File: src/rtl/tcq_pkg.sv
`default_nettype none

package tcq_pkg;

	localparam int CAPACITY_DEF = 16;
	localparam logic [11:0] THRESH_RST = 12'd10;

	localparam logic OP_ARRIVE   = 1'b0;
	localparam logic OP_DISPATCH = 1'b1;

	localparam logic [1:0] STS_ACCEPTED   = 2'd0;
	localparam logic [1:0] STS_FULL       = 2'd1;
	localparam logic [1:0] STS_DISPATCHED = 2'd2;
	localparam logic [1:0] STS_EMPTY      = 2'd3;

	typedef struct packed {
		logic [7:0]  tag;
		logic [11:0] pages;
	} job_t;

	localparam int JOB_W = $bits(job_t);

	typedef struct packed {
		logic        op;
		logic [7:0]  job_tag;
		logic [11:0] pages;
	} cmd_t;

	typedef struct packed {
		logic [1:0]  status;
		logic [7:0]  out_tag;
		logic [11:0] out_pages;
		logic [4:0]  short_waiting;
		logic [4:0]  long_waiting;
	} rsp_t;

endpackage

`default_nettype wire

File: src/rtl/two_class_job_priority_queue_top.sv
`default_nettype none

// Two-class print job queue. Jobs with fewer pages than the short threshold
// wait in a short list kept sorted by page count (equal counts in arrival
// order); all others wait in a first-in first-out long list; both share
// CAPACITY places. Raise start with a command while busy is low; every
// command gives exactly one result, shown on result for the single cycle in
// which done is high. The receiver cannot hold results off, so capture them
// on that cycle. Timing: a rejected arrival, a long arrival, a short arrival
// into an empty short list and a dispatch from two empty lists give done in
// the cycle after acceptance and never raise busy. A dispatch raises busy
// for one registered read of a list memory. A short arrival into a
// non-empty short list walks it from its tail, one entry per cycle through the
// read port of the short-list memory, moving each entry with more pages one
// place back and then writing the new job into the gap, and busy stays high
// until the job is written. Both lists are ring buffers in RAM with no reset
// of their contents; only their head and tail pointers and counts reset.
// Write short_threshold through cfg_we/cfg_data while the block is idle.
module two_class_job_priority_queue_top #(
	parameter int CAPACITY = tcq_pkg::CAPACITY_DEF
) (
	input  wire logic          clk,
	input  wire logic          arst_n,
	input  wire logic          start,
	output logic               busy,
	input  wire tcq_pkg::cmd_t cmd,
	output logic               done,
	output tcq_pkg::rsp_t      result,
	input  wire logic          cfg_we,
	input  wire logic [11:0]   cfg_data
);

	localparam int AW = $clog2(CAPACITY);
	localparam int CW = $clog2(CAPACITY + 1);

	localparam logic [2:0] ST_IDLE  = 3'd0;
	localparam logic [2:0] ST_INS   = 3'd1;
	localparam logic [2:0] ST_PLACE = 3'd2;
	localparam logic [2:0] ST_POP_S = 3'd3;
	localparam logic [2:0] ST_POP_L = 3'd4;

	function automatic logic [AW-1:0] ptr_inc(input logic [AW-1:0] p);
		return (p == AW'(CAPACITY - 1)) ? '0 : p + AW'(1);
	endfunction

	function automatic logic [AW-1:0] ptr_dec(input logic [AW-1:0] p);
		return (p == '0) ? AW'(CAPACITY - 1) : p - AW'(1);
	endfunction

	function automatic logic [4:0] to_w5(input logic [CW-1:0] c);
		logic [CW+4:0] e;
		e = {5'b0, c};
		return e[4:0];
	endfunction

	logic [2:0]    state_q;
	logic [11:0]   thr_q;
	logic [CW-1:0] s_cnt_q, l_cnt_q;
	logic [AW-1:0] s_head_q, s_tail_q, l_head_q, l_tail_q;
	logic [AW-1:0] rp_q, wp_q;
	logic [CW-1:0] rem_q;
	tcq_pkg::job_t job_q;
	tcq_pkg::rsp_t result_q;
	logic          done_q;

	logic                     s_we, l_we;
	logic [AW-1:0]            s_waddr, s_raddr;
	logic [tcq_pkg::JOB_W-1:0] s_wdata, s_rdata, l_rdata;
	tcq_pkg::job_t            s_rd, l_rd, new_job;
	logic                     accept, full, is_short, walk_stop;

	assign accept    = start && (state_q == ST_IDLE);
	assign full      = ({1'b0, s_cnt_q} + {1'b0, l_cnt_q}) >= (CW + 1)'(CAPACITY);
	assign is_short  = cmd.pages < thr_q;
	assign new_job   = '{tag: cmd.job_tag, pages: cmd.pages};
	assign s_rd      = tcq_pkg::job_t'(s_rdata);
	assign l_rd      = tcq_pkg::job_t'(l_rdata);
	// the walk comparator, shared by the write mux and the sequencer: stop the walk behind an entry not larger
	assign walk_stop = s_rd.pages <= job_q.pages;

	// Short-list memory port control
	always_comb begin
		s_we    = 1'b0;
		s_waddr = wp_q;
		s_wdata = job_q;
		s_raddr = s_head_q;
		case (state_q)
			ST_IDLE: begin
				if (accept && cmd.op == tcq_pkg::OP_ARRIVE && !full && is_short) begin
					if (s_cnt_q == '0) begin
						s_we    = 1'b1;
						s_waddr = s_tail_q;
						s_wdata = new_job;
					end else begin
						s_raddr = ptr_dec(s_tail_q);
					end
				end
			end
			ST_INS: begin
				s_we    = 1'b1;
				s_wdata = walk_stop ? job_q : s_rd;
				// read ahead; the data is dropped if the walk stops here
				s_raddr = ptr_dec(rp_q);
			end
			ST_PLACE: begin
				s_we = 1'b1;
			end
			default: begin
			end
		endcase
	end

	assign l_we = accept && cmd.op == tcq_pkg::OP_ARRIVE && !full && !is_short;

	tcq_ram #(.WIDTH(tcq_pkg::JOB_W), .DEPTH(CAPACITY)) u_short_ram (
		.clk  (clk),
		.we   (s_we),
		.waddr(s_waddr),
		.wdata(s_wdata),
		.raddr(s_raddr),
		.rdata(s_rdata)
	);

	tcq_ram #(.WIDTH(tcq_pkg::JOB_W), .DEPTH(CAPACITY)) u_long_ram (
		.clk  (clk),
		.we   (l_we),
		.waddr(l_tail_q),
		.wdata(new_job),
		.raddr(l_head_q),
		.rdata(l_rdata)
	);

	// Sequencer
	always_ff @(posedge clk or negedge arst_n) begin
		if (!arst_n) begin
			state_q  <= ST_IDLE;
			thr_q    <= tcq_pkg::THRESH_RST;
			s_cnt_q  <= '0;
			l_cnt_q  <= '0;
			s_head_q <= '0;
			s_tail_q <= '0;
			l_head_q <= '0;
			l_tail_q <= '0;
			done_q   <= 1'b0;
		end else begin
			done_q <= 1'b0;
			if (cfg_we) begin
				thr_q <= cfg_data;
			end
			case (state_q)
				ST_IDLE: begin
					if (accept) begin
						if (cmd.op == tcq_pkg::OP_ARRIVE) begin
							if (full) begin
								done_q <= 1'b1;
							end else if (!is_short) begin
								l_tail_q <= ptr_inc(l_tail_q);
								l_cnt_q  <= l_cnt_q + CW'(1);
								done_q   <= 1'b1;
							end else if (s_cnt_q == '0) begin
								s_tail_q <= ptr_inc(s_tail_q);
								s_cnt_q  <= s_cnt_q + CW'(1);
								done_q   <= 1'b1;
							end else begin
								state_q <= ST_INS;
							end
						end else if (s_cnt_q != '0) begin
							s_head_q <= ptr_inc(s_head_q);
							s_cnt_q  <= s_cnt_q - CW'(1);
							state_q  <= ST_POP_S;
						end else if (l_cnt_q != '0) begin
							l_head_q <= ptr_inc(l_head_q);
							l_cnt_q  <= l_cnt_q - CW'(1);
							state_q  <= ST_POP_L;
						end else begin
							done_q <= 1'b1;
						end
					end
				end
				ST_INS: begin
					if (walk_stop) begin
						s_tail_q <= ptr_inc(s_tail_q);
						s_cnt_q  <= s_cnt_q + CW'(1);
						done_q   <= 1'b1;
						state_q  <= ST_IDLE;
					end else if (rem_q == CW'(1)) begin
						state_q <= ST_PLACE;
					end
				end
				ST_PLACE: begin
					s_tail_q <= ptr_inc(s_tail_q);
					s_cnt_q  <= s_cnt_q + CW'(1);
					done_q   <= 1'b1;
					state_q  <= ST_IDLE;
				end
				ST_POP_S, ST_POP_L: begin
					done_q  <= 1'b1;
					state_q <= ST_IDLE;
				end
				default: begin
					state_q <= ST_IDLE;
				end
			endcase
		end
	end

	// Walk pointers, held item and result payload
	always_ff @(posedge clk) begin
		case (state_q)
			ST_IDLE: begin
				job_q <= new_job;
				rp_q  <= ptr_dec(s_tail_q);
				wp_q  <= s_tail_q;
				rem_q <= s_cnt_q;
				result_q.out_tag   <= '0;
				result_q.out_pages <= '0;
				if (cmd.op == tcq_pkg::OP_ARRIVE) begin
					result_q.status <= full ? tcq_pkg::STS_FULL : tcq_pkg::STS_ACCEPTED;
				end else begin
					result_q.status <= tcq_pkg::STS_EMPTY;
				end
				result_q.short_waiting <= to_w5(s_cnt_q);
				result_q.long_waiting  <= to_w5(l_cnt_q);
				if (cmd.op == tcq_pkg::OP_ARRIVE && !full) begin
					if (is_short) begin
						result_q.short_waiting <= to_w5(s_cnt_q + CW'(1));
					end else begin
						result_q.long_waiting <= to_w5(l_cnt_q + CW'(1));
					end
				end
			end
			ST_INS: begin
				// advance the hole one place towards the head
				wp_q  <= rp_q;
				rp_q  <= ptr_dec(rp_q);
				rem_q <= rem_q - CW'(1);
				result_q.status        <= tcq_pkg::STS_ACCEPTED;
				result_q.short_waiting <= to_w5(s_cnt_q + CW'(1));
			end
			ST_PLACE: begin
				result_q.status        <= tcq_pkg::STS_ACCEPTED;
				result_q.short_waiting <= to_w5(s_cnt_q + CW'(1));
			end
			ST_POP_S: begin
				result_q.status        <= tcq_pkg::STS_DISPATCHED;
				result_q.out_tag       <= s_rd.tag;
				result_q.out_pages     <= s_rd.pages;
				result_q.short_waiting <= to_w5(s_cnt_q);
			end
			ST_POP_L: begin
				result_q.status       <= tcq_pkg::STS_DISPATCHED;
				result_q.out_tag      <= l_rd.tag;
				result_q.out_pages    <= l_rd.pages;
				result_q.long_waiting <= to_w5(l_cnt_q);
			end
			default: begin
			end
		endcase
	end

	assign busy   = state_q != ST_IDLE;
	assign done   = done_q;
	assign result = result_q;

	// The shared capacity is never exceeded
	a_capacity: assert property (@(posedge clk) disable iff (!arst_n)
		({1'b0, s_cnt_q} + {1'b0, l_cnt_q}) <= (CW + 1)'(CAPACITY))
		else $error("list counts exceed capacity");

	// A result is only shown once the sequencer is back at rest
	a_done_idle: assert property (@(posedge clk) disable iff (!arst_n)
		done_q |-> state_q == ST_IDLE)
		else $error("result strobe while busy");

	// The walk never runs past the head of the short list
	a_walk_bound: assert property (@(posedge clk) disable iff (!arst_n)
		state_q == ST_INS |-> rem_q != '0 && s_cnt_q != '0)
		else $error("insertion walk out of range");

	// A dispatch from two empty lists answers at once with the empty status
	a_empty: assert property (@(posedge clk) disable iff (!arst_n)
		accept && cmd.op == tcq_pkg::OP_DISPATCH && s_cnt_q == '0 && l_cnt_q == '0
		|=> done_q && result_q.status == tcq_pkg::STS_EMPTY && !busy)
		else $error("empty dispatch not reported");

	// A dispatch from the long list only happens when the short list is empty
	a_long_order: assert property (@(posedge clk) disable iff (!arst_n)
		state_q == ST_POP_L |-> s_cnt_q == '0)
		else $error("long list served before short list");

endmodule

`default_nettype wire

File: src/rtl/tcq_ram.sv
`default_nettype none

module tcq_ram #(
	parameter int WIDTH = 8,
	parameter int DEPTH = 16,
	localparam int AW = (DEPTH > 1) ? $clog2(DEPTH) : 1
) (
	input  wire logic             clk,
	input  wire logic             we,
	input  wire logic [AW-1:0]    waddr,
	input  wire logic [WIDTH-1:0] wdata,
	input  wire logic [AW-1:0]    raddr,
	output logic      [WIDTH-1:0] rdata
);

	logic [WIDTH-1:0] mem_q [DEPTH];

	always_ff @(posedge clk) begin
		if (we) begin
			mem_q[waddr] <= wdata;
		end
		rdata <= mem_q[raddr];
	end

endmodule

`default_nettype wire
File: config.mk
export PLATFORM = sky130hd
export DESIGN_NAME = two_class_job_priority_queue_top
export DESIGN_NICKNAME = d
export VERILOG_FILES = /design/src/rtl/tcq_pkg.sv /design/src/rtl/two_class_job_priority_queue_top.sv /design/src/rtl/tcq_ram.sv
export SDC_FILE = /design/constraint.sdc
export NUM_CORES = 1
export LEC_CHECK = 0
export BUFFER_PORTS_ARGS = -buffer_cell sky130_fd_sc_hd__buf_2
export CAP_MARGIN = 0
export CORE_MARGIN = 2
export CORE_UTILIZATION = 45
export DETAILED_ROUTE_END_ITERATION = 10
export HOLD_SLACK_MARGIN = 0.03
export MAX_ROUTING_LAYER = met4
export SETUP_SLACK_MARGIN = 0.05
export SLEW_MARGIN = 10
export SYNTH_ARGS = -nofsm -noshare
export SYNTH_HDL_FRONTEND = slang
export SYNTH_HIERARCHICAL = 1
export SYNTH_SLANG_ARGS = --single-unit
File: constraint.sdc
create_clock -name clk -period 5.15 [get_ports clk]
set_input_delay 0.515 -clock clk [delete_from_list [all_inputs] [get_ports clk]]
set_output_delay 0.515 -clock clk [all_outputs]
set_load 0.005 [all_outputs]
=== Word level (Yosys, flattened, before mapping) ===
Memory sizes are Yosys's and may differ from the RTL's. A register that Yosys moved wholly into a read port is not among the register bits.
Cells that the tools add are included.

* Register bits after elaboration: 107
* RAM bits: 640
* Output and inout bits: 34
* Memories kept: 2

* Add/sub/neg operators: 12
* Magnitude comparators: 3
* Equality and inequality tests: 25
* Multiplexer cells: 72
* Bitwise logic cells: 4
* Reductions and logical operators: 31

{| class="wikitable"
|+ Memory list
! name !! words !! width !! read ports !! clocked after Yosys merged registers in !! wr ports !! RTL line !! text
|-
| u_long_ram.mem_q || 16 || 20 || 1 || 1 || 1 || tcq_ram.sv:16 || <nowiki>logic [WIDTH-1:0] mem_q [DEPTH];</nowiki>
|-
| u_short_ram.mem_q || 16 || 20 || 1 || 1 || 1 || tcq_ram.sv:16 ||
|}

{| class="wikitable"
|+ Operators by type and width
! operator !! count
|-
| $mux 4 || 17
|-
| $mux 5 || 13
|-
| $mux 20 || 3
|-
| $pmux 20 s3 || 1
|-
| $pmux 20 s2 || 1
|-
| $pmux 5 s3 || 2
|-
| $mux 3 || 9
|-
| $pmux 4 s2 || 3
|-
| $pmux 5 s2 || 2
|-
| $add 4x1->4 const B || 4
|-
| $eq 4x4->1 const B || 4
|-
| $reduce_and 5->1 || 3
|-
| $reduce_bool 3->1 || 5
|-
| $sub 5x1->5 const B || 3
|-
| $mux 1 || 14
|-
| $ne 2x2->1 const B || 7
|-
| $reduce_and 7->1 || 2
|-
| $le 12x12->1 || 1
|-
| $lt 12x12->1 || 1
|-
| $ne 3x3->1 const B || 4
|-
| $pmux 4 s3 || 1
|-
| $add 5x1->5 const B || 2
|-
| $mux 10 || 1
|-
| $reduce_bool 5->1 || 2
|-
| 26 further kinds || 42
|}

=== Logic depth before layout (Yosys ltp) ===
Gate-level depths: netlist of the first run.

* Depth after elaboration: 9
* Gate-level depth with buffers: 14
* Mapped depth without buffers: 12

=== Cells and area by module ===
The synthesis of the first run kept the hierarchy.

{| class="wikitable"
|+ By module, submodules not included
! module !! times used !! cells an instance !! area an instance (µm²) !! seq. area each (µm²)
|-
| tcq_ram || 2 || 533 || 12530.8 || 10009.6
|-
| two_class_job_priority_queue_top || 1 || 563 || 5979.5 || 3005.4
|}

=== Worst setup path before layout of the first run ===
OpenSTA, ideal clock, no wires.

* Kind: input to register
* Start point: input port cmd[7] in the netlist's numbering
* End point: memory u_short_ram/mem_q[0][0] in the netlist's numbering (enable)
* Setup time: 0.422 ns
* Arrival: 4.189 ns
* Setup slack: 0.538 ns
* Stages on the path: 9
* Path buffers: 0
* Cells stage by stage: ha_1 a21oi_1 a31oi_1 a21oi_1 nand3_4 nor3_4 mux2_2 or3b_2 nor3_1

* Elaborated cells on any way between the ends: 8
* Those cells by class: order compare: 1; mux: 6; reduce/logical: 1

{| class="wikitable"
|+ RTL lines
! item !! RTL line !! text
|-
| from (decl) || two_class_job_priority_queue_top.sv:26 || <nowiki>input wire tcq_pkg::cmd_t cmd,</nowiki>
|-
| $lt 12x12->1 || two_class_job_priority_queue_top.sv:74 || <nowiki>assign is_short = cmd.pages < thr_q;</nowiki>
|-
| $logic_and 1x1->1 || two_class_job_priority_queue_top.sv:89 || <nowiki>if (accept && cmd.op == tcq_pkg::OP_ARRIVE && !full && is_short) begin</nowiki>
|-
| $mux 4 || two_class_job_priority_queue_top.sv:89 ||
|-
| $mux 4 || two_class_job_priority_queue_top.sv:87 || <nowiki>case (state_q)</nowiki>
|-
| named net s_waddr[2] || two_class_job_priority_queue_top.sv:67 || <nowiki>logic [AW-1:0] s_waddr, s_raddr;</nowiki>
|-
| to (decl) || tcq_ram.sv:16 ||
|}

The timed path passes the listed nets, and every way through them passes these cells.

=== Worst setup path after layout of the first run ===
* Start point: register thr_q[7]
* End point: memory u_short_ram/mem_q[11][9] in the netlist's numbering, data pin

* Cells in the longest elaborated chain, start to end: 4

{| class="wikitable"
|+ Ends and longest elaborated chain
! item !! RTL line !! text
|-
| from (decl) || two_class_job_priority_queue_top.sv:57 || <nowiki>logic [11:0] thr_q;</nowiki>
|-
| from (signal assigned) || two_class_job_priority_queue_top.sv:137 || <nowiki>thr_q <= tcq_pkg::THRESH_RST;</nowiki>
|-
| from (signal assigned) || two_class_job_priority_queue_top.sv:148 || <nowiki>thr_q <= cfg_data;</nowiki>
|-
| $lt 12x12->1 || two_class_job_priority_queue_top.sv:74 ||
|-
| $logic_and 1x1->1 || two_class_job_priority_queue_top.sv:89 ||
|-
| $mux 20 || two_class_job_priority_queue_top.sv:89 ||
|-
| $pmux 20 s2 || two_class_job_priority_queue_top.sv:87 ||
|-
| named net s_wdata (one bit) || two_class_job_priority_queue_top.sv:68 || <nowiki>logic [tcq_pkg::JOB_W-1:0] s_wdata, s_rdata, l_rdata;</nowiki>
|}

The timed path passes the listed nets, and every way through them passes these cells.

==> flow_summary.ini, run 1 <==
[outcome]
status = finished clean

[sta]
max_clock_freq_mhz = 222
relSlewSlack = 0.213
finalSetupViolCount = 0
layout_min_cycle_time_ns = 4.50
finClkSkew_ns = 0.0204
post-route-period-util = 0.873
hold_viol = 0
rsz0062_at_grt = false
drv_slew = 0
worst_pin_slew_ns = 1.18
fin_tns_setup_ns = 0
hold_ws_ns = 0.0654

[synth]
synth_ff_type = edfxtp_1
yosys_register_bits = 787
synth_seq_area_share = 0.742
synth_edf_count = 705
avgSynthCellArea_sq_um = 19.1
postSynthNetCount = 1707
ys_warn_count = 6
synth_cell_types = 62
async_reset_ff_frac = 0.0534
syn-instance-count = 1629
netlist_area_sq_mm = 0.0310

[cells_and_area]
fillerInstances = 5361
seq_area_sq_mm = 0.0230
final_common_cell = edfxtp_1
final_nets = 1862
drive_above_1_share = 0.250
instances_no_fill = 2733
area_growth_pct = 14.6
final_cell_mix = edfxtp_1 (705), mux4_2 (128), a22oi_1 (101), nand2_1 (96), clkbuf_16 (81)
multiInputGateArea_sq_mm = 0.00758

[global_routing]
grt_pass1_vias = 16265
antenna_found_initial = 1
grt_pass1_wl_mm = 108
gr-total-overflow = 0
grt_max_degree = 64
grt_usage = 0.217

[cts]
cts_max_path_buffers = 3
post-cts-setup-buffers = 0
clkSinkCount = 787
clockRootBuffer = clkbuf_16
cts_hold_buffers = 0
tritoncts = yes
clock_latency_ns = 0.63
clk_pin_slew_ns = 0.06
h-tree-depth = 3
cts-buffers-inserted = 80
cts_repair_resize_count = 0

[placement]
dp_hpwl_mm = 44.4
place_congestion = 0.856
dp_cells = 2584
io_buffer_count = 70

[hold_path]
hp-class = in -> async

[floorplanning]
initial_core_util = 0.453
core_sq_mm = 0.0685
num_rows = 96
fp.dieH_um = 267
num_io_pins = 71
die_w_um = 267
dieArea_sq_mm = 0.0711

[setup_path]
critical_path.max_fanout = 21
crit_required_ns = 5.35
worstSetupPathType = reg -> reg
cp.arrival_ns = 4.70
worst_setup_path_start_kind = flop
rr_worst_depth = 10
crit_path_end_kind = flop

[routing]
first_pass_iters = 5
routed_wirelength_mm = 73.8
vias = 16192
avgViaCountPerCell = 5.92
ant_nets = 0
drt_iter0_drc = 1568
drc_errors = 0
post_drt_wl_per_cell_um = 27.0

[run]
drv_cap = 0

[pwr]
ir_drop_uv = 372
p_leak_nw = 12.0
p_per_area_mw_per_mm2 = 600
sequential cells by signal, indices dropped and copies added, names as in the netlist, 5 cells and up:
| signal | cells |
|---|---|
| u_long_ram/mem_q | 320 |
| job_q | 20 |
| rem_q | 5 |
| s_cnt_q | 5 |
| thr_q | 12 |
| u_long_ram/rdata | 20 |
| u_short_ram/rdata | 20 |
| l_cnt_q | 5 |
| u_short_ram/mem_q | 320 |
| result | 32 |
layout make-up:
cell class                      instances  share of cell area
Sequential cell                       787               0.647
Multi-Input combinational cell        717               0.213
Clock buffer                          113              0.0640
Tap cell                              882              0.0310
Timing Repair Buffer                  150              0.0302
Clock inverter                         35             0.00907
Inverter                               48             0.00506
Antenna cell                            1           0.0000703
cell usage after synthesis (5+ instances only):
master,instances,area share
a21o_1,6,0.0015
a21oi_1,28,0.0045
a22o_1,21,0.0059
a22oi_1,101,0.024
buf_2,7,0.0011
buf_4,8,0.0019
buf_6,10,0.0036
clkbuf_1,51,0.0062
dfrtp_1,40,0.032
dfxtp_1,40,0.026
edfxtp_1,705,0.68
ha_1,41,0.017
inv_1,48,0.0058
mux2_2,11,0.0040
mux4_1,32,0.027
mux4_2,128,0.093
nand2_1,96,0.012
nand2b_1,12,0.0024
nand3_1,12,0.0019
nand4_1,13,0.0026
nor2_1,42,0.0051
nor2b_1,8,0.0016
nor3_1,17,0.0027
o21ai_0,47,0.0076
o21ai_1,11,0.0018
o31ai_1,5,0.0012
xnor2_1,24,0.0068
layer usage:
layer  part of all wire  GRT usage
met4              0.024     0.0673
met5                  0          -
met2               0.48      0.337
met1               0.43      0.300
met3              0.061     0.0290
logic make-up (layout without fill, tap and decap cells):
logic type / Yosys count / in the layout / share of synthesized area
and+or+nand+nor: 227 / 227 / 0.0348
AOI/OAI and AO/OA: 252 / 252 / 0.0569
xor gates and xnor gates: 26 / 26 / 0.00734
DFF: 787 / 787 / 0.742
other: 0 / 1 / 0
muxes: 171 / 171 / 0.124
adders and majority gates: 41 / 41 / 0.0165
buffers and inverters: 125 / 346 / 0.0188
per-stage QoR:
stage / instance area (sq um) / util / setup slack [ns] / power (mW)
final: 35600 / 0.520 / 0.652 / 21.4
after global routing: 35600 / 0.520 / 0.345 / 22.4
after CTS: 35600 / 0.520 / 0.590 / 21.6
after detailed placement: 33000 / 0.482 / 0.360 / 15.9
after global placement: 33000 / 0.482 / 0.580 / 15.7
after floorplan: 31000 / - / 0.538 / 13.7
power breakdown:
part           switching [mW]  total, mW  leakage, nW  internal [mW]
clock                    2.37       5.67         1.28           3.30
sequential              0.732       9.33         7.31           8.60
combinational            3.62       6.36         3.42           2.73
total                    6.72       21.4         12.0           14.6
final timing paths:
path                       slack, ns                    startpoint                                 end
setup reg to reg                0.65          thr_q[7]$_DFFE_PN0P_  u_short_ram/mem_q[11][9]$_DFFE_PP_
hold / removal                  0.07                        arst_n                thr_q[9]$_DFFE_PN0P_
max in group asynchronous       4.30                        arst_n             l_head_q[1]$_DFFE_PN0P_
hold reg to reg                 0.51  u_long_ram/rdata[19]$_DFF_P_                result[29]$_DFFE_PP_
setup / recovery                0.65          thr_q[7]$_DFFE_PN0P_  u_short_ram/mem_q[11][9]$_DFFE_PP_
min in group clk                0.11                   cfg_data[6]                thr_q[6]$_DFFE_PN0P_
worst max-delay path: stages (launching register included):
cell and delay [ns]:
dfrtp_1 0.36, inv_1 0.12, ha_1 0.29, a21oi_1 0.18, a31oi_1 0.10, a21oi_1 0.63
nand3_4 0.19, nor3_4 0.39, buf_4 0.35, o21a_1 0.86, o21ai_1 0.56
(Power assumes the default switching activity.)
==> run 2: changes to the inputs <==
--- a/config.mk
+++ b/config.mk
@@ -7,7 +7,7 @@
 export LEC_CHECK = 0
 export BUFFER_PORTS_ARGS = -buffer_cell sky130_fd_sc_hd__buf_2
 export CAP_MARGIN = 0
-export CORE_MARGIN = 2
+export CORE_MARGIN = 4
 export CORE_UTILIZATION = 45
 export DETAILED_ROUTE_END_ITERATION = 10
 export HOLD_SLACK_MARGIN = 0.03
==> run 2 against run 1 <==
Net effect:
- die area rose by 3.0%
- critical path depth fell by 1
- sequential share of layout area fell by 0.34 points
- worst setup slack improved by 0.15 ns
- hold slack improved by 0.013 ns
- non-clock buffer count rose by 6
- combinational power rose by 0.6%
- highest routed layer unchanged
- global-route usage fell by 0.84 points
- routed wire length barely moved
- largest cell class unchanged
==> flow_summary.ini, run 2 (synthesis gave the netlist of run 1 again) <==
[setup_path]
timing.rr.start = s_cnt_q[2]$_DFFE_PN0P_
cp_slowest_stage_delay_ns = 0.92
worstSetupPathType = reg -> reg
rr_worst_depth = 9
r2r_end = u_short_ram/mem_q[3][9]$_DFFE_PP_
crit_path_end = u_short_ram/mem_q[3][9]$_DFFE_PP_
critical_path.top_delay_family = compound AO/OA/AOI/OAI gates
reg2reg_slack_ns = 0.81
cp.arrival_ns = 4.55
crit_cells = 9
critical_path.max_fanout = 22
crit_required_ns = 5.36
cp_num_buf_inv = 1
worst_setup_path_start_kind = flop
crit_path_end_kind = flop
critical_path.slowest_cell = o21a_1
critPathLaunch = s_cnt_q[2]$_DFFE_PN0P_
crit_chain = ha_1, a21oi_1, a21boi_0, nor2b_1, nand3_4, nor3_4, buf_4, o21a_1, o21ai_1

[routing]
ant_nets = 0
first_pass_iters = 5
vias = 16261
avgViaCountPerCell = 5.93
drt_iter0_drc = 1654
routed_wirelength_mm = 73.7
drc_errors = 0
post_drt_wl_per_cell_um = 26.9

[floorplanning]
initial_core_util = 0.453
fp.dieH_um = 271
die_w_um = 271
dieArea_sq_mm = 0.0732
core_sq_mm = 0.0685
num_rows = 96
num_io_pins = 71

[run]
drv_cap = 0

[global_routing]
grt_pass1_vias = 16536
grt_usage = 0.208
grt_max_degree = 75
grt_pass1_wl_mm = 110
gr-total-overflow = 0
antenna_found_initial = 0

[sta]
hold_ws_ns = 0.0785
finClkSkew_ns = 0.0270
rsz0062_at_grt = false
fin_tns_setup_ns = 0
max_clock_freq_mhz = 230
worst_pin_slew_ns = 1.20
drv_slew = 0
finalSetupViolCount = 0
hold_viol = 0
post-route-period-util = 0.844
relSlewSlack = 0.199
layout_min_cycle_time_ns = 4.34

[hold_path]
hp-class = in -> async

[cts]
cts_max_path_buffers = 3
clk_pin_slew_ns = 0.06
clkSinkCount = 787
clockRootBuffer = clkbuf_16
tritoncts = yes
cts_hold_buffers = 0
post-cts-setup-buffers = 0
cts-buffers-inserted = 82
clock_latency_ns = 0.64
cts_repair_resize_count = 0
h-tree-depth = 3

[cells_and_area]
final_nets = 1870
instances_no_fill = 2743
n_antenna_cell = 0
drive_above_1_share = 0.257
postLayoutCellArea_sq_mm = 0.0358
area_growth_pct = 15.2
final_cell_mix = edfxtp_1 (705), mux4_2 (128), a22oi_1 (101), nand2_1 (96), clkbuf_16 (82)
final_common_cell = edfxtp_1

[placement]
io_buffer_count = 70
dp_cells = 2590
place_congestion = 0.828
dp_hpwl_mm = 45.2
placedInstanceArea_sq_mm = 0.0330

[pwr]
ir_drop_uv = 355
p_leak_nw = 12.1
power_switching_mw = 6.88
seq_power_share = 0.427
p_sw_frac = 0.316
power_frac_clock = 0.279
p_int_mw = 14.9
p_per_area_mw_per_mm2 = 610
combPwrFrac = 0.293

[outcome]
status = finished clean
run 2: how the worst min path moves through the flow:
stage                                         end  cells after the start  slack, ns
final                     l_head_q[3]$_DFFE_PN0P_                      1       0.08
after global routing         thr_q[6]$_DFFE_PN0P_                      3       0.08
after CTS                    thr_q[6]$_DFFE_PN0P_                      3       0.05
after detailed placement     thr_q[0]$_DFFE_PN0P_                      1       0.50
after global placement       thr_q[0]$_DFFE_PN0P_                      1       0.50
after floorplan                    done$_DFF_PN0_                      0       0.22
run 2: per-layer routing:
layer  vias to the layer above  GRT usage  wire length (um)
li1                       6985          -                 -
met1                      8631      0.292             32500
met2                       542      0.324             35100
met3                       103     0.0334              4690
met4                         0     0.0531              1460
met5                         -          -                 0
run 2: area by class of cell:
cell class	count	area (sq um)
repair buffers	156	1070
flip-flops and latches	787	23000
inverters	48	180
fillers	5407	32700
well taps	882	1100
clock inverters	53	636
multi-input cells	717	7570
clock buffers	100	2170
run 2: power by group through the flow:
| stage | Clock (mW) | Sequential (mW) | Combinational [mW] |
|---|---|---|---|
| after global routing | 6.50 | 9.39 | 6.98 |
| after floorplan | 0 | 9.02 | 4.64 |
| final | 6.09 | 9.32 | 6.40 |
| after detailed placement | 0 | 9.45 | 6.44 |
| after CTS | 6.20 | 9.33 | 6.45 |
| after global placement | 0 | 9.45 | 6.29 |
run 2: per-stage QoR:
| step | total power, mW | utilization | setup slack (ns) |
|---|---|---|---|
| global placement | 15.7 | 0.481 | 0.694 |
| global route | 22.9 | 0.522 | 0.560 |
| CTS | 22.0 | 0.522 | 0.891 |
| floorplan | 13.7 | - | 0.538 |
| detailed placement | 15.9 | 0.481 | 0.515 |
| finish | 21.8 | 0.522 | 0.805 |
==> run 3: changes to the inputs <==
==> constraint.sdc (replaced) <==
create_clock -name clk -period 3.9 [get_ports clk]
set_input_delay 0.39 -clock clk [delete_from_list [all_inputs] [get_ports clk]]
set_output_delay 0.39 -clock clk [all_outputs]
set_load 0.005 [all_outputs]
==> run 3 against run 2 <==
Net effect:
- routed wire length shrank 2.2%
- maximum frequency rose by 17%
- clock skew fell by 0.0056 ns
- critical endpoint is now u_short_ram/mem_q[9][2]$_DFFE_PP_
- largest power group unchanged
==> flow_summary.ini, run 3 (synthesis gave the netlist of run 1 again) <==
[cts]
cts-buffers-inserted = 80
tritoncts = yes
clkSinkCount = 787
clock_latency_ns = 0.62
post-cts-setup-buffers = 0
clk_pin_slew_ns = 0.06
clockRootBuffer = clkbuf_16
h-tree-depth = 3
cts_max_path_buffers = 3

[placement]
io_buffer_count = 70
dp_hpwl_mm = 45.4
place_congestion = 0.825

[setup_path]
crit_required_ns = 4.19
crit_chain = inv_1, ha_1, a2111o_1, a31oi_4, nand3_4, nor3_4, mux2_2, nand3b_1, nor2_2, buf_4
timing.rr.start = thr_q[1]$_DFFE_PN1P_
critical_path.max_fanout = 9
crit_path_end_kind = flop
worstSetupPathType = reg -> reg
cp.arrival_ns = 4.00
crit_path_end = u_short_ram/mem_q[9][2]$_DFFE_PP_
worst_setup_path_start_kind = flop
critPathLaunch = thr_q[1]$_DFFE_PN1P_
r2r_end = u_short_ram/mem_q[9][2]$_DFFE_PP_
cp_num_buf_inv = 2
cp_slowest_stage_delay_ns = 0.52
crit_cells = 10
critical_path.top_delay_family = simple AND/OR/NAND/NOR gates
rr_worst_depth = 10
critical_path.slowest_cell = dfstp_2
reg2reg_slack_ns = 0.19

[routing]
avgViaCountPerCell = 5.84
ant_nets = 0
first_pass_iters = 5
route.met3.wl_mm = 4.27
met1_length_mm = 32.3
drc_errors = 0
drt_iter0_drc = 1434
wl_met2_mm = 34.1
vias = 16198
routed_wirelength_mm = 72.1
highest_layer = met4
post_drt_wl_per_cell_um = 26.0

[floorplanning]
num_io_pins = 71
core_sq_mm = 0.0685
initial_core_util = 0.453
dieArea_sq_mm = 0.0732
die_w_um = 271
num_rows = 96
fp.dieH_um = 271

[sta]
post-route-period-util = 0.951
hold_ws_ns = 0.0537
rsz0062_at_grt = true
finalSetupViolCount = 0
hold_viol = 0
finClkSkew_ns = 0.0214
worst_pin_slew_ns = 1.19
drv_slew = 0
layout_min_cycle_time_ns = 3.71
max_clock_freq_mhz = 270
relSlewSlack = 0.206

[pwr]
p_leak_nw = 12.3
p_per_area_mw_per_mm2 = 791
power.total_mw = 28.7
ir_drop_uv = 665

[hold_path]
hp-class = in -> reg

[global_routing]
grt_usage = 0.203
antenna_found_initial = 1
grt_max_degree = 58
grt_pass1_vias = 16603
grt_pass1_wl_mm = 108
gr-total-overflow = 0

[cells_and_area]
n_antenna_cell = 0
drive_above_1_share = 0.266
final_nets = 1905
final_cell_mix = edfxtp_1 (705), mux4_2 (128), a22oi_1 (101), nand2_1 (96), buf_4 (88)
final_common_cell = edfxtp_1
utilization = 0.529
area_growth_pct = 16.6

[run]
drv_cap = 0

[outcome]
status = finished clean
-- run 3: worst min-delay path by stage --
stage / to / slack, ns / cells after the start / from
final: thr_q[5]$_DFFE_PN0P_ / 0.05 / 3 / cfg_data[5]
after global routing: thr_q[5]$_DFFE_PN0P_ / 0.04 / 3 / cfg_data[5]
after CTS: thr_q[5]$_DFFE_PN0P_ / 0.03 / 3 / cfg_data[5]
after detailed placement: thr_q[0]$_DFFE_PN0P_ / 0.25 / 1 / arst_n
after global placement: thr_q[0]$_DFFE_PN0P_ / 0.25 / 1 / arst_n
after floorplan: done$_DFF_PN0_ / 0.09 / 0 / arst_n
-- run 3: what timing repair did --
item | in CTS | in global routing
endpoints found under the setup margin | 0 | 116
gates resized for setup | 0 | 5
hold buffers | 8 | 0
endpoints found under the hold margin | 15 | 0
-- run 3: final cells by class --
type	count	area [sq um]
clock buffers	107	2210
clock inverters	38	395
fillers	5390	32300
inverters	48	180
multi-input cells	717	7640
flip-flops and latches	787	23000
well taps	882	1100
repair buffers	193	1630
-- run 3: worst reg2reg max path, cell delays in order (launching register included) --
cell	delay, ns
dfstp_2	0.52
inv_1	0.05
ha_1	0.26
a2111o_1	0.39
a31oi_4	0.33
nand3_4	0.16
nor3_4	0.30
mux2_2	0.40
nand3b_1	0.35
nor2_2	0.33
buf_4	0.30
-- run 3: metrics by stage --
| stage | setup TNS (ns) | setup WS (ns) | cell area [sq um] | std cells |
|---|---|---|---|---|
| detailed placement | 0 | 0.0885 | 33500 | 2619 |
| global route | 0 | 0.0332 | 36200 | 2772 |
| finish | 0 | 0.191 | 36200 | 2772 |
| CTS | 0 | 0.177 | 36200 | 2772 |
| global placement | 0 | 0.104 | 33500 | 2619 |
| floorplan | -10.52 | -0.175 | 31100 | 1629 |
-- run 3: metal layers --
layer,track usage,up-vias
li1,-,7059
met1,0.290,8544
met2,0.310,506
met3,0.0331,89
met4,0.0508,0
met5,-,-
-- run 3: power breakdown --
group | internal, mW | switching [mW] | total [mW] | leakage [nW]
Combinational | 3.92 | 4.92 | 8.85 | 3.70
Sequential | 11.3 | 0.913 | 12.2 | 7.32
Clock | 4.41 | 3.14 | 7.55 | 1.27
Total | 19.7 | 8.98 | 28.7 | 12.3
